### config.mk
export PLATFORM = sky130hd
export DESIGN_NAME = priority_voice_allocator
export DESIGN_NICKNAME = d
export VERILOG_FILES = /design/src/rtl/core/pva_pkg.sv /design/src/rtl/core/pva_ctrl.sv /design/src/rtl/core/pva_dp.sv /design/src/rtl/core/priority_voice_allocator.sv
export SDC_FILE = /design/constraint.sdc
export NUM_CORES = 2
export LEC_CHECK = 0
export BUFFER_PORTS_ARGS = -buffer_cell sky130_fd_sc_hd__buf_4
export CAP_MARGIN = 20
export CORE_MARGIN = 2
export CORE_UTILIZATION = 55
export DETAILED_ROUTE_END_ITERATION = 10
export PLACE_DENSITY = 0.8
export SLEW_MARGIN = 20
export SYNTH_ARGS = -nofsm -noshare
export SYNTH_HDL_FRONTEND = slang
export SYNTH_HIERARCHICAL = 1
export SYNTH_SLANG_ARGS = --single-unit
### constraint.sdc
create_clock -name clk -period 5.45 [get_ports clk]
set_input_delay 0.545 -clock clk [delete_from_list [all_inputs] [get_ports clk]]
set_output_delay 0.545 -clock clk [all_outputs]
set_load 0.1 [all_outputs]
### src/rtl/core/pva_pkg.sv
// Shared types and constants for the priority voice allocator.
// Used by pva_ctrl, pva_dp and the priority_voice_allocator top level.
`default_nettype none

package pva_pkg;

  localparam int HANDLE_W   = 12;
  localparam int ENTITY_W   = 10;
  localparam int SLOT_W     = 4;
  localparam int SOUND_W    = 10;
  localparam int PRIO_W     = 8;
  localparam int TIME_W     = 32;
  localparam int VIDX_W     = 5;
  localparam int ACTIVE_W   = 6;
  localparam int CFG_IDX_W  = 2;
  localparam int CFG_DATA_W = 12;

  // Operation codes of an input item.
  localparam logic OP_PICK    = 1'b0;
  localparam logic OP_RELEASE = 1'b1;

  // Configuration register indexes.
  localparam logic [CFG_IDX_W-1:0] CFG_ACTIVE_CHANNELS = 2'd0;
  localparam logic [CFG_IDX_W-1:0] CFG_LOCAL_EMITTER   = 2'd1;
  localparam logic [CFG_IDX_W-1:0] CFG_LISTENER_ENTITY = 2'd2;

  typedef enum logic [1:0] {
    ST_IDLE,
    ST_SCAN,
    ST_DRAIN,
    ST_FIN
  } pva_state_t;

  // Commands from the controller to the datapath.
  typedef struct packed {
    logic start;   // latch a new item and clear the search state
    logic scan;    // step the table scan by one entry
    logic commit;  // write back the voice table and load the result
  } pva_cmd_t;

  // Status from the datapath to the controller.
  typedef struct packed {
    logic free_hit;  // the entry under the scan pointer is free
    logic scan_end;  // every voice in use has been issued
    logic out_free;  // the result register can take a result this cycle
  } pva_sts_t;

  // One stored voice record.
  typedef struct packed {
    logic [HANDLE_W-1:0] handle;
    logic [ENTITY_W-1:0] entity;
    logic [SLOT_W-1:0]   slot;
    logic [SOUND_W-1:0]  sound;
    logic [PRIO_W-1:0]   prio;
    logic                no_restart;
    logic                no_override;
    logic [TIME_W-1:0]   alloc_time;
  } voice_entry_t;

  // The item being worked on.
  typedef struct packed {
    logic                operation;
    voice_entry_t        entry;
    logic [VIDX_W-1:0]   release_index;
  } pva_req_t;

endpackage

`default_nettype wire

### src/rtl/core/pva_ctrl.sv
// Controller state machine of the priority voice allocator.
// Depends on pva_pkg for the state, command and status types.
`default_nettype none

module pva_ctrl
  import pva_pkg::*;
(
  input  wire logic     clk,
  input  wire logic     rst_n,
  input  wire logic     in_valid,
  input  wire logic     in_operation,
  output logic          in_stall,
  input  wire pva_sts_t sts,
  output pva_cmd_t      cmd
);

  pva_state_t state_r;
  pva_state_t state_nxt;

  always_ff @(posedge clk) begin
    if (!rst_n) begin
      state_r <= ST_IDLE;
    end else begin
      state_r <= state_nxt;
    end
  end

  always_comb begin
    state_nxt = state_r;
    case (state_r)
      ST_IDLE: begin
        if (in_valid) begin
          state_nxt = (in_operation == OP_RELEASE) ? ST_FIN : ST_SCAN;
        end
      end
      ST_SCAN: begin
        if (sts.free_hit) begin
          state_nxt = ST_FIN;
        end else if (sts.scan_end) begin
          state_nxt = ST_DRAIN;
        end
      end
      ST_DRAIN: begin
        state_nxt = ST_FIN;
      end
      ST_FIN: begin
        if (sts.out_free) begin
          state_nxt = ST_IDLE;
        end
      end
      default: begin
        state_nxt = ST_IDLE;
      end
    endcase
  end

  always_comb begin
    in_stall   = 1'b1;
    cmd.start  = 1'b0;
    cmd.scan   = 1'b0;
    cmd.commit = 1'b0;
    case (state_r)
      ST_IDLE: begin
        in_stall  = 1'b0;
        cmd.start = in_valid;
      end
      ST_SCAN: begin
        cmd.scan = 1'b1;
      end
      ST_DRAIN: begin
      end
      ST_FIN: begin
        cmd.commit = sts.out_free;
      end
      default: begin
      end
    endcase
  end

endmodule

`default_nettype wire

### src/rtl/core/pva_dp.sv
// Datapath of the priority voice allocator: configuration registers, busy
// flags, voice record memory, steal search and result register. Uses pva_pkg.
`default_nettype none

module pva_dp
  import pva_pkg::*;
#(
  parameter int NUM_VOICES = 32
) (
  input  wire logic                  clk,
  input  wire logic                  rst_n,
  input  wire logic                  cfg_wr_en,
  input  wire logic [CFG_IDX_W-1:0]  cfg_index,
  input  wire logic [CFG_DATA_W-1:0] cfg_wdata,
  input  wire logic                  in_operation,
  input  wire logic [HANDLE_W-1:0]   in_emitter_handle,
  input  wire logic [ENTITY_W-1:0]   in_entity_number,
  input  wire logic [SLOT_W-1:0]     in_slot,
  input  wire logic [SOUND_W-1:0]    in_sound_id,
  input  wire logic [PRIO_W-1:0]     in_priority_req,
  input  wire logic                  in_no_restart,
  input  wire logic                  in_no_override,
  input  wire logic [TIME_W-1:0]     in_now,
  input  wire logic [VIDX_W-1:0]     in_release_index,
  input  wire pva_cmd_t              cmd,
  output pva_sts_t                   sts,
  output logic                       out_valid,
  input  wire logic                  out_stall,
  output logic                       out_granted,
  output logic [VIDX_W-1:0]          out_voice_index,
  output logic                       out_stolen
);

  localparam int IDX_W = $clog2(NUM_VOICES);
  localparam int CNT_W = $clog2(NUM_VOICES + 1);
  localparam int EXT_W = IDX_W + VIDX_W;

  // Configuration.
  logic [ACTIVE_W-1:0] active_r;
  logic [HANDLE_W-1:0] local_r;
  logic [ENTITY_W-1:0] listener_r;

  always_ff @(posedge clk) begin
    if (!rst_n) begin
      active_r   <= ACTIVE_W'(32);
      local_r    <= '0;
      listener_r <= '0;
    end else if (cfg_wr_en) begin
      case (cfg_index)
        CFG_ACTIVE_CHANNELS: active_r   <= cfg_wdata[ACTIVE_W-1:0];
        CFG_LOCAL_EMITTER:   local_r    <= cfg_wdata[HANDLE_W-1:0];
        CFG_LISTENER_ENTITY: listener_r <= cfg_wdata[ENTITY_W-1:0];
        default: begin
        end
      endcase
    end
  end

  logic [CNT_W-1:0] used_n;
  assign used_n = (32'(active_r) > 32'(NUM_VOICES)) ? CNT_W'(NUM_VOICES) : CNT_W'(active_r);

  // Request register.
  pva_req_t req_r;

  always_ff @(posedge clk) begin
    if (cmd.start) begin
      req_r.operation         <= in_operation;
      req_r.entry.handle      <= in_emitter_handle;
      req_r.entry.entity      <= in_entity_number;
      req_r.entry.slot        <= in_slot;
      req_r.entry.sound       <= in_sound_id;
      req_r.entry.prio        <= in_priority_req;
      req_r.entry.no_restart  <= in_no_restart;
      req_r.entry.no_override <= in_no_override;
      req_r.entry.alloc_time  <= in_now;
      req_r.release_index     <= in_release_index;
    end
  end

  // Scan pointer and the read pipeline stage of the voice memory.
  logic [CNT_W-1:0]  scan_cnt_r, scan_cnt_nxt;
  logic [IDX_W-1:0]  scan_idx;
  logic [NUM_VOICES-1:0] busy_r;
  logic              scan_end;
  logic              free_hit;
  logic              rd_vld_r, rd_vld_nxt;
  logic [IDX_W-1:0]  rd_idx_r;
  voice_entry_t      rd_data_r;
  voice_entry_t      mem_r [NUM_VOICES];

  assign scan_idx   = scan_cnt_r[IDX_W-1:0];
  assign scan_end   = (scan_cnt_r >= used_n);
  assign free_hit   = !scan_end && !busy_r[scan_idx];
  assign rd_vld_nxt = cmd.scan && !scan_end && busy_r[scan_idx];

  // Steal search on the entry coming out of the memory.
  logic              best_vld_r, best_vld_nxt;
  logic              lock_r, lock_nxt;
  logic              free_r, free_nxt;
  logic [IDX_W-1:0]  best_idx_r, best_idx_nxt;
  logic [PRIO_W-1:0] best_prio_r, best_prio_nxt;
  logic [TIME_W-1:0] best_time_r, best_time_nxt;
  logic              skip, match, forbid, better, take;

  always_comb begin
    skip = ((rd_data_r.handle == local_r) && (req_r.entry.handle != local_r)) ||
           ((rd_data_r.entity == listener_r) && (req_r.entry.entity != listener_r)) ||
           (rd_data_r.prio > req_r.entry.prio);
    match = (req_r.entry.slot != '0) && (rd_data_r.handle == req_r.entry.handle) &&
            (rd_data_r.slot == req_r.entry.slot);
    forbid = (rd_data_r.sound == req_r.entry.sound) ? rd_data_r.no_restart
                                                     : rd_data_r.no_override;
    better = !best_vld_r || (rd_data_r.prio < best_prio_r) ||
             ((rd_data_r.prio == best_prio_r) && (rd_data_r.alloc_time < best_time_r));
    take = rd_vld_r && !lock_r && !skip && (match ? !forbid : better);
  end

  always_comb begin
    scan_cnt_nxt  = scan_cnt_r;
    best_vld_nxt  = best_vld_r;
    lock_nxt      = lock_r;
    free_nxt      = free_r;
    best_idx_nxt  = best_idx_r;
    best_prio_nxt = best_prio_r;
    best_time_nxt = best_time_r;
    if (cmd.start) begin
      scan_cnt_nxt = '0;
      best_vld_nxt = 1'b0;
      lock_nxt     = 1'b0;
      free_nxt     = 1'b0;
    end else begin
      if (take) begin
        best_vld_nxt  = 1'b1;
        best_idx_nxt  = rd_idx_r;
        best_prio_nxt = rd_data_r.prio;
        best_time_nxt = rd_data_r.alloc_time;
        // A same emitter and slot hit ends the steal search, though the scan
        // goes on because a free voice further up still wins.
        lock_nxt      = match;
      end
      if (cmd.scan && free_hit) begin
        free_nxt     = 1'b1;
        best_idx_nxt = scan_idx;
      end
      if (rd_vld_nxt) begin
        scan_cnt_nxt = scan_cnt_r + CNT_W'(1);
      end
    end
  end

  always_ff @(posedge clk) begin
    if (!rst_n) begin
      scan_cnt_r <= '0;
      rd_vld_r   <= 1'b0;
      best_vld_r <= 1'b0;
      lock_r     <= 1'b0;
      free_r     <= 1'b0;
    end else begin
      scan_cnt_r <= scan_cnt_nxt;
      rd_vld_r   <= rd_vld_nxt;
      best_vld_r <= best_vld_nxt;
      lock_r     <= lock_nxt;
      free_r     <= free_nxt;
    end
  end

  always_ff @(posedge clk) begin
    rd_idx_r    <= scan_idx;
    best_idx_r  <= best_idx_nxt;
    best_prio_r <= best_prio_nxt;
    best_time_r <= best_time_nxt;
  end

  // Result of the item and writeback.
  logic [EXT_W-1:0]  rel_ext;
  logic [IDX_W-1:0]  rel_idx;
  logic              rel_in_range;
  logic [EXT_W-1:0]  best_ext;
  logic              fin_granted;
  logic [VIDX_W-1:0] fin_vidx;
  logic              fin_stolen;
  logic              pick_wr;

  assign rel_ext      = EXT_W'(req_r.release_index);
  assign rel_idx      = rel_ext[IDX_W-1:0];
  assign rel_in_range = (32'(req_r.release_index) < 32'(NUM_VOICES));
  assign best_ext     = EXT_W'(best_idx_r);

  always_comb begin
    fin_granted = 1'b0;
    fin_vidx    = '0;
    fin_stolen  = 1'b0;
    if (req_r.operation == OP_RELEASE) begin
      fin_granted = rel_in_range && busy_r[rel_idx];
      fin_vidx    = req_r.release_index;
    end else if (free_r || best_vld_r) begin
      fin_granted = 1'b1;
      fin_vidx    = best_ext[VIDX_W-1:0];
      fin_stolen  = !free_r;
    end
  end

  assign pick_wr = cmd.commit && (req_r.operation == OP_PICK) && fin_granted;

  always_ff @(posedge clk) begin
    if (!rst_n) begin
      busy_r <= '0;
    end else if (cmd.commit && fin_granted) begin
      if (req_r.operation == OP_RELEASE) begin
        busy_r[rel_idx] <= 1'b0;
      end else begin
        busy_r[best_idx_r] <= 1'b1;
      end
    end
  end

  always_ff @(posedge clk) begin
    if (pick_wr) begin
      mem_r[best_idx_r] <= req_r.entry;
    end
    if (rd_vld_nxt) begin
      rd_data_r <= mem_r[scan_idx];
    end
  end

  // Result register.
  logic              out_valid_r, out_valid_nxt;
  logic              out_granted_r;
  logic [VIDX_W-1:0] out_vidx_r;
  logic              out_stolen_r;

  assign sts.out_free = !out_valid_r || !out_stall;
  assign sts.free_hit = free_hit;
  assign sts.scan_end = scan_end;
  assign out_valid_nxt = cmd.commit || (out_valid_r && out_stall);

  always_ff @(posedge clk) begin
    if (!rst_n) begin
      out_valid_r <= 1'b0;
    end else begin
      out_valid_r <= out_valid_nxt;
    end
  end

  always_ff @(posedge clk) begin
    if (cmd.commit) begin
      out_granted_r <= fin_granted;
      out_vidx_r    <= fin_vidx;
      out_stolen_r  <= fin_stolen;
    end
  end

  assign out_valid       = out_valid_r;
  assign out_granted     = out_granted_r;
  assign out_voice_index = out_vidx_r;
  assign out_stolen      = out_stolen_r;

endmodule

`default_nettype wire

### src/rtl/core/priority_voice_allocator.sv
// Top level of the priority voice allocator: joins pva_ctrl and pva_dp.
// Depends on pva_pkg, pva_ctrl and pva_dp.
`default_nettype none

// A pick item returns the lowest free voice among the first n voices, where
// n is active_channels limited to NUM_VOICES; with none free it steals the
// best qualifying busy voice, or drops the item with an all-zero result. One
// item is worked on at a time. The voice records sit in a memory with one
// read port, so the scan reads one voice per cycle. A pick whose scan covers
// all n voices reads them in turn, compares the last read as the scan ends,
// passes the drain state and then loads the result register in the writeback
// state. The scan stops early at the first free voice and goes straight to
// writeback; a release goes from acceptance straight to writeback. The next
// item is taken in the cycle after the load. A held result stalls only the
// writeback of the next item; the next item is accepted while the result waits.
module priority_voice_allocator
  import pva_pkg::*;
#(
  parameter int NUM_VOICES = 32
) (
  input  wire logic                  clk,
  input  wire logic                  rst_n,
  input  wire logic                  cfg_wr_en,
  input  wire logic [CFG_IDX_W-1:0]  cfg_index,
  input  wire logic [CFG_DATA_W-1:0] cfg_wdata,
  input  wire logic                  in_valid,
  output logic                       in_stall,
  input  wire logic                  in_operation,
  input  wire logic [HANDLE_W-1:0]   in_emitter_handle,
  input  wire logic [ENTITY_W-1:0]   in_entity_number,
  input  wire logic [SLOT_W-1:0]     in_slot,
  input  wire logic [SOUND_W-1:0]    in_sound_id,
  input  wire logic [PRIO_W-1:0]     in_priority_req,
  input  wire logic                  in_no_restart,
  input  wire logic                  in_no_override,
  input  wire logic [TIME_W-1:0]     in_now,
  input  wire logic [VIDX_W-1:0]     in_release_index,
  output logic                       out_valid,
  input  wire logic                  out_stall,
  output logic                       out_granted,
  output logic [VIDX_W-1:0]          out_voice_index,
  output logic                       out_stolen
);

  pva_cmd_t cmd;
  pva_sts_t sts;

  pva_ctrl u_ctrl (
    .clk          (clk),
    .rst_n        (rst_n),
    .in_valid     (in_valid),
    .in_operation (in_operation),
    .in_stall     (in_stall),
    .sts          (sts),
    .cmd          (cmd)
  );

  pva_dp #(
    .NUM_VOICES (NUM_VOICES)
  ) u_dp (
    .clk               (clk),
    .rst_n             (rst_n),
    .cfg_wr_en         (cfg_wr_en),
    .cfg_index         (cfg_index),
    .cfg_wdata         (cfg_wdata),
    .in_operation      (in_operation),
    .in_emitter_handle (in_emitter_handle),
    .in_entity_number  (in_entity_number),
    .in_slot           (in_slot),
    .in_sound_id       (in_sound_id),
    .in_priority_req   (in_priority_req),
    .in_no_restart     (in_no_restart),
    .in_no_override    (in_no_override),
    .in_now            (in_now),
    .in_release_index  (in_release_index),
    .cmd               (cmd),
    .sts               (sts),
    .out_valid         (out_valid),
    .out_stall         (out_stall),
    .out_granted       (out_granted),
    .out_voice_index   (out_voice_index),
    .out_stolen        (out_stolen)
  );

  // A result is only loaded when the result register can take it.
  a_commit_room: assert property (@(posedge clk) disable iff (!rst_n)
    cmd.commit |-> sts.out_free)
    else $error("result loaded over a waiting result");

  // Only one command at a time.
  a_cmd_onehot: assert property (@(posedge clk) disable iff (!rst_n)
    $onehot0({cmd.start, cmd.scan, cmd.commit}))
    else $error("overlapping controller commands");

  // After an item is taken, the input stays stalled until its result is loaded.
  a_one_item: assert property (@(posedge clk) disable iff (!rst_n)
    (in_valid && !in_stall) |=> in_stall)
    else $error("second item accepted while one is in progress");

  // A stolen voice is always a granted one.
  a_stolen_granted: assert property (@(posedge clk) disable iff (!rst_n)
    out_valid |-> (!out_stolen || out_granted))
    else $error("stolen result without a grant");

endmodule

`default_nettype wire

==> impl_results.md <==
- CTS Buf Count: 282
- Period minus WS final: between 4000 and 5000 ps
- Die height: 444 um
- Final std cells w/o fill: between 7,000 and 8,000
- Number of global-route vias before repair: approximately 54,000
- Switching share of power: a little over a fifth
- Final-report setup violation count: 0
- CTS tree: built
- Crit path cell chain: inv_1 -> ha_1 -> nor2b_1 -> o21a_1 -> o21ai_0 -> a21oi_1 -> nor4_1 -> o41ai_1 -> buf_4 -> nor2_4 -> buf_12
- Post-synthesis cell area: about 110,000 um^2
- Unrepaired setup endpoints after global routing: false
- Clock Path Buffers: 4
- Core footprint: around 190,000 um^2
- Post-route ant nets: 0
- HPWL after DPL: roughly 130,000 um
- Clk_skew: ~60 ps
- Post-Syn Nets: 4,635
- Routability cong.: roughly 0.85
- Die W: roughly 440 um
- CP arrival: 4950 ps
- Maximum vdd drop: 305 uV
- I/O Pins: 112
- Crit end category: flop
- GR Overflow Total: 0
- Final Hold Viols: 0
- Int Pwr: 0.0357 W
- Num rows: between 150 and 200
- Power Total: ~0.046 W
- Count leader, synth: edfxtp_1
- NumNets Final: just over 5,000
- CP peak stage delay: approximately 950 ps
- Ranking of synthesized cells by area: edfxtp_1 (76%), mux4_2 (17%), dfxtp_1 (1.5%)
- Synth top area share: 76.3%
- Yosys warning total: 6
- Crit path max-delay family: simple AND/OR/NAND/NOR gates
- WP buf/inv: 3
- Most used DFF post-synth: edfxtp_1
- Maxcap violations: 0
- Fin crit share: 79.8%
- Setup TNS: 0 ps
- Worst slack at placement: 1450 ps
- First-pass GRT wire length: approximately 400,000 um
- Sequential power share: 55.9%
- Slew headroom: a little over an eighth
- Clock power share: between 40% and 50%
- Maximum number of pins on one net before global-route repair: 160
- Drt pass-1 iters: 6
- Clk pin slew, worst setup/hold paths: about 60 ps
- Leak Pwr: 37.5 nW
- Drt wl/cell: between 30 and 40 um
- Worst skew pair latency: roughly 930 ps
- Leading area contributor after synthesis: edfxtp_1
- Req. time, crit path: between 6000 and 7000 ps
- Critical Path Start Type: flop
- Slowest-stage cell, CP: edfxtp_1
- Detail-routed via count per cell: between 6 and 7
- Syn_area_per_cell: 23.8 um^2
- Actual slew at the worst max-slew pin: 1290 ps
- DR iter-0 viols: roughly 9,000
- Htree depth: 5
- P&R area growth vs syn: 13.8%
- Sw Pwr: 0.00983 W
- Initial Util: between 50 and 60%
- Routed vias: roughly 53,000
- CP max FO: 33
- Crit Path Class: flop to flop
- Comb power frac: around 3.6%
- Fmax: around 230 MHz
- Layout cells sized above 1: 30.5%
- Most frequent cells after synthesis: edfxtp_1 (2,710), mux4_2 (798), clkbuf_1 (143), nand2_1 (82), dfxtp_1 (78)
- Power per cell area: around 380 nW/um^2
- Sequential share of the synthesized area: a little under 80%
- Total global-route track usage: slightly below 30%
- Async set-reset flop share out of synthesis: 0%
- Final hold slack: roughly 53 ps
- Postcts setup bufs: 0
- Post-synth EDFFs: approximately 2,700
- FF+latch count, synth: ~2,800
- Final wirelength: 285,000 um
- Status: completed
- Yosys cell types: 55
- Syn Inst Count: between 4,000 and 5,000
- Clock sink count: 2,788
- CTS root buf: clkbuf_16
- DIE AREA: 197,000 um^2
- Dpl cells: around 7,000
- PortBufs: ~110
- Initial antenna violation count: 8
- Setup ws final: between 1000 and 1500 ps
- Hold Path Class: input port to flop
- DRC Markers: 0
- Fin. max-slew vios: 0
## sequential cells by signal (all words and copies together) (netlist names), 8 cells and up
| name | flops |
|---|---|
| u_dp/rd_data_r | 78 |
| u_dp/local_r | 12 |
| u_dp/listener_r | 10 |
| u_dp/mem_r | 2496 |
| u_dp/best_prio_r | 8 |
| u_dp/best_time_r | 32 |
| u_dp/req_r | 79 |
| u_dp/busy_r | 32 |
## per-stage QoR
step | util (%) | area [um^2]
2_1_floorplan | - | 107000
3_3_place_gp | 58.0 | 112000
3_5_place_dp | 58.1 | 112000
4_1_cts | 63.0 | 121000
5_1_grt | 63.0 | 121000
6_report | 63.0 | 121000
## tightest hold or removal path, delay by kind of cell
kind / cells / cell delay, ps
buf+inv: 1 / 90
compound gates: 1 / 170
simple gates: 1 / 100
## power by group through the flow
stage	Combinational, W	Clock, W	Sequential [W]
finish	0.00163	0.0184	0.0255
global route	0.00170	0.0193	0.0255
CTS	0.00156	0.0185	0.0254
detailed placement	0.00148	0	0.0259
global placement	0.00140	0	0.0258
floorplan	0.000448	0	0.0260
## placed cells by master, fill, tap and decap left out, types with 4 or more instances in the layout
cell type,Yosys,layout
edfxtp_1,2710,2710
mux4_2,798,798
clkbuf_16,0,292
buf_4,3,208
dlygate4sd3_1,0,98
nand2_1,82,82
dfxtp_1,78,74
clkbuf_1,143,65
mux2_2,64,64
inv_1,63,61
ha_1,58,58
buf_12,0,52
clkinv_1,0,50
xor2_1,44,44
a21oi_1,39,39
clkinv_2,0,34
nor2b_1,33,33
nor2_4,0,33
o21ai_0,32,32
mux2i_1,30,30
xnor2_1,25,25
nor2_1,53,20
o221a_2,17,17
nand4_1,16,16
bufinv_16,0,15
nor4_1,13,13
nand2b_1,10,10
nand3_1,9,9
a21o_1,9,9
a31oi_1,8,8
or3_1,7,7
nor3_1,7,7
nand3b_1,6,6
clkbuf_8,0,5
mux2_4,5,5
clkinv_4,0,4
nor3b_1,5,4
dfxtp_4,0,4
## kinds of logic (layout without fill, tap and decap cells)
| family | count (synthesis) | after routing | share of synthesized area (%) |
|---|---|---|---|
| other cells | 0 | 2 | 0 |
| compound gates | 129 | 129 | 0.818 |
| flops | 2788 | 2788 | 77.8 |
| fa+ha+maj | 58 | 58 | 0.681 |
| mux | 897 | 897 | 17.9 |
| simple gates | 257 | 257 | 1.22 |
| buf+inv | 276 | 895 | 1.02 |
| xor+xnor | 69 | 69 | 0.567 |
## final timing paths
check / from / to / slack [ps] / depth (start not counted)
max: u_dp/req_r[40] / u_dp/best_time_r[11] / 1100 / 11
min: cfg_index[1] / u_dp/active_r[5] / 50 / 3
max reg2reg: u_dp/req_r[40] / u_dp/best_time_r[11] / 1100 / 11
min reg2reg: u_dp/rd_data_r[34] / u_dp/best_prio_r[0] / 460 / 0
## area by class of cell
class	count	area [um^2]
clock buffers	362	7620
well taps	2526	3160
inverters	63	246
clock inverters	108	892
multi-input cells	1410	22800
flip-flops and latches	2788	83000
fillers	11700	71200
diodes	2	5.00
repair buffers	362	3640
## repair_timing
item,CTS,global route
endpoints found under the hold margin,113,0
hold buffers,98,0
resized for setup,0,0
## layer usage
| layer | global-route usage [%] | vias to the layer above | routed length [um] |
|---|---|---|---|
| met3 | 6.83 | 897 | 35700 |
| met2 | 46.8 | 4535 | 139000 |
| met1 | 38.2 | 27300 | 94600 |
| met5 | 0 | - | 69 |
| li1 | - | 19900 | - |
| met4 | 13.2 | 10 | 15100 |
Power figures use the tool's default switching activity.
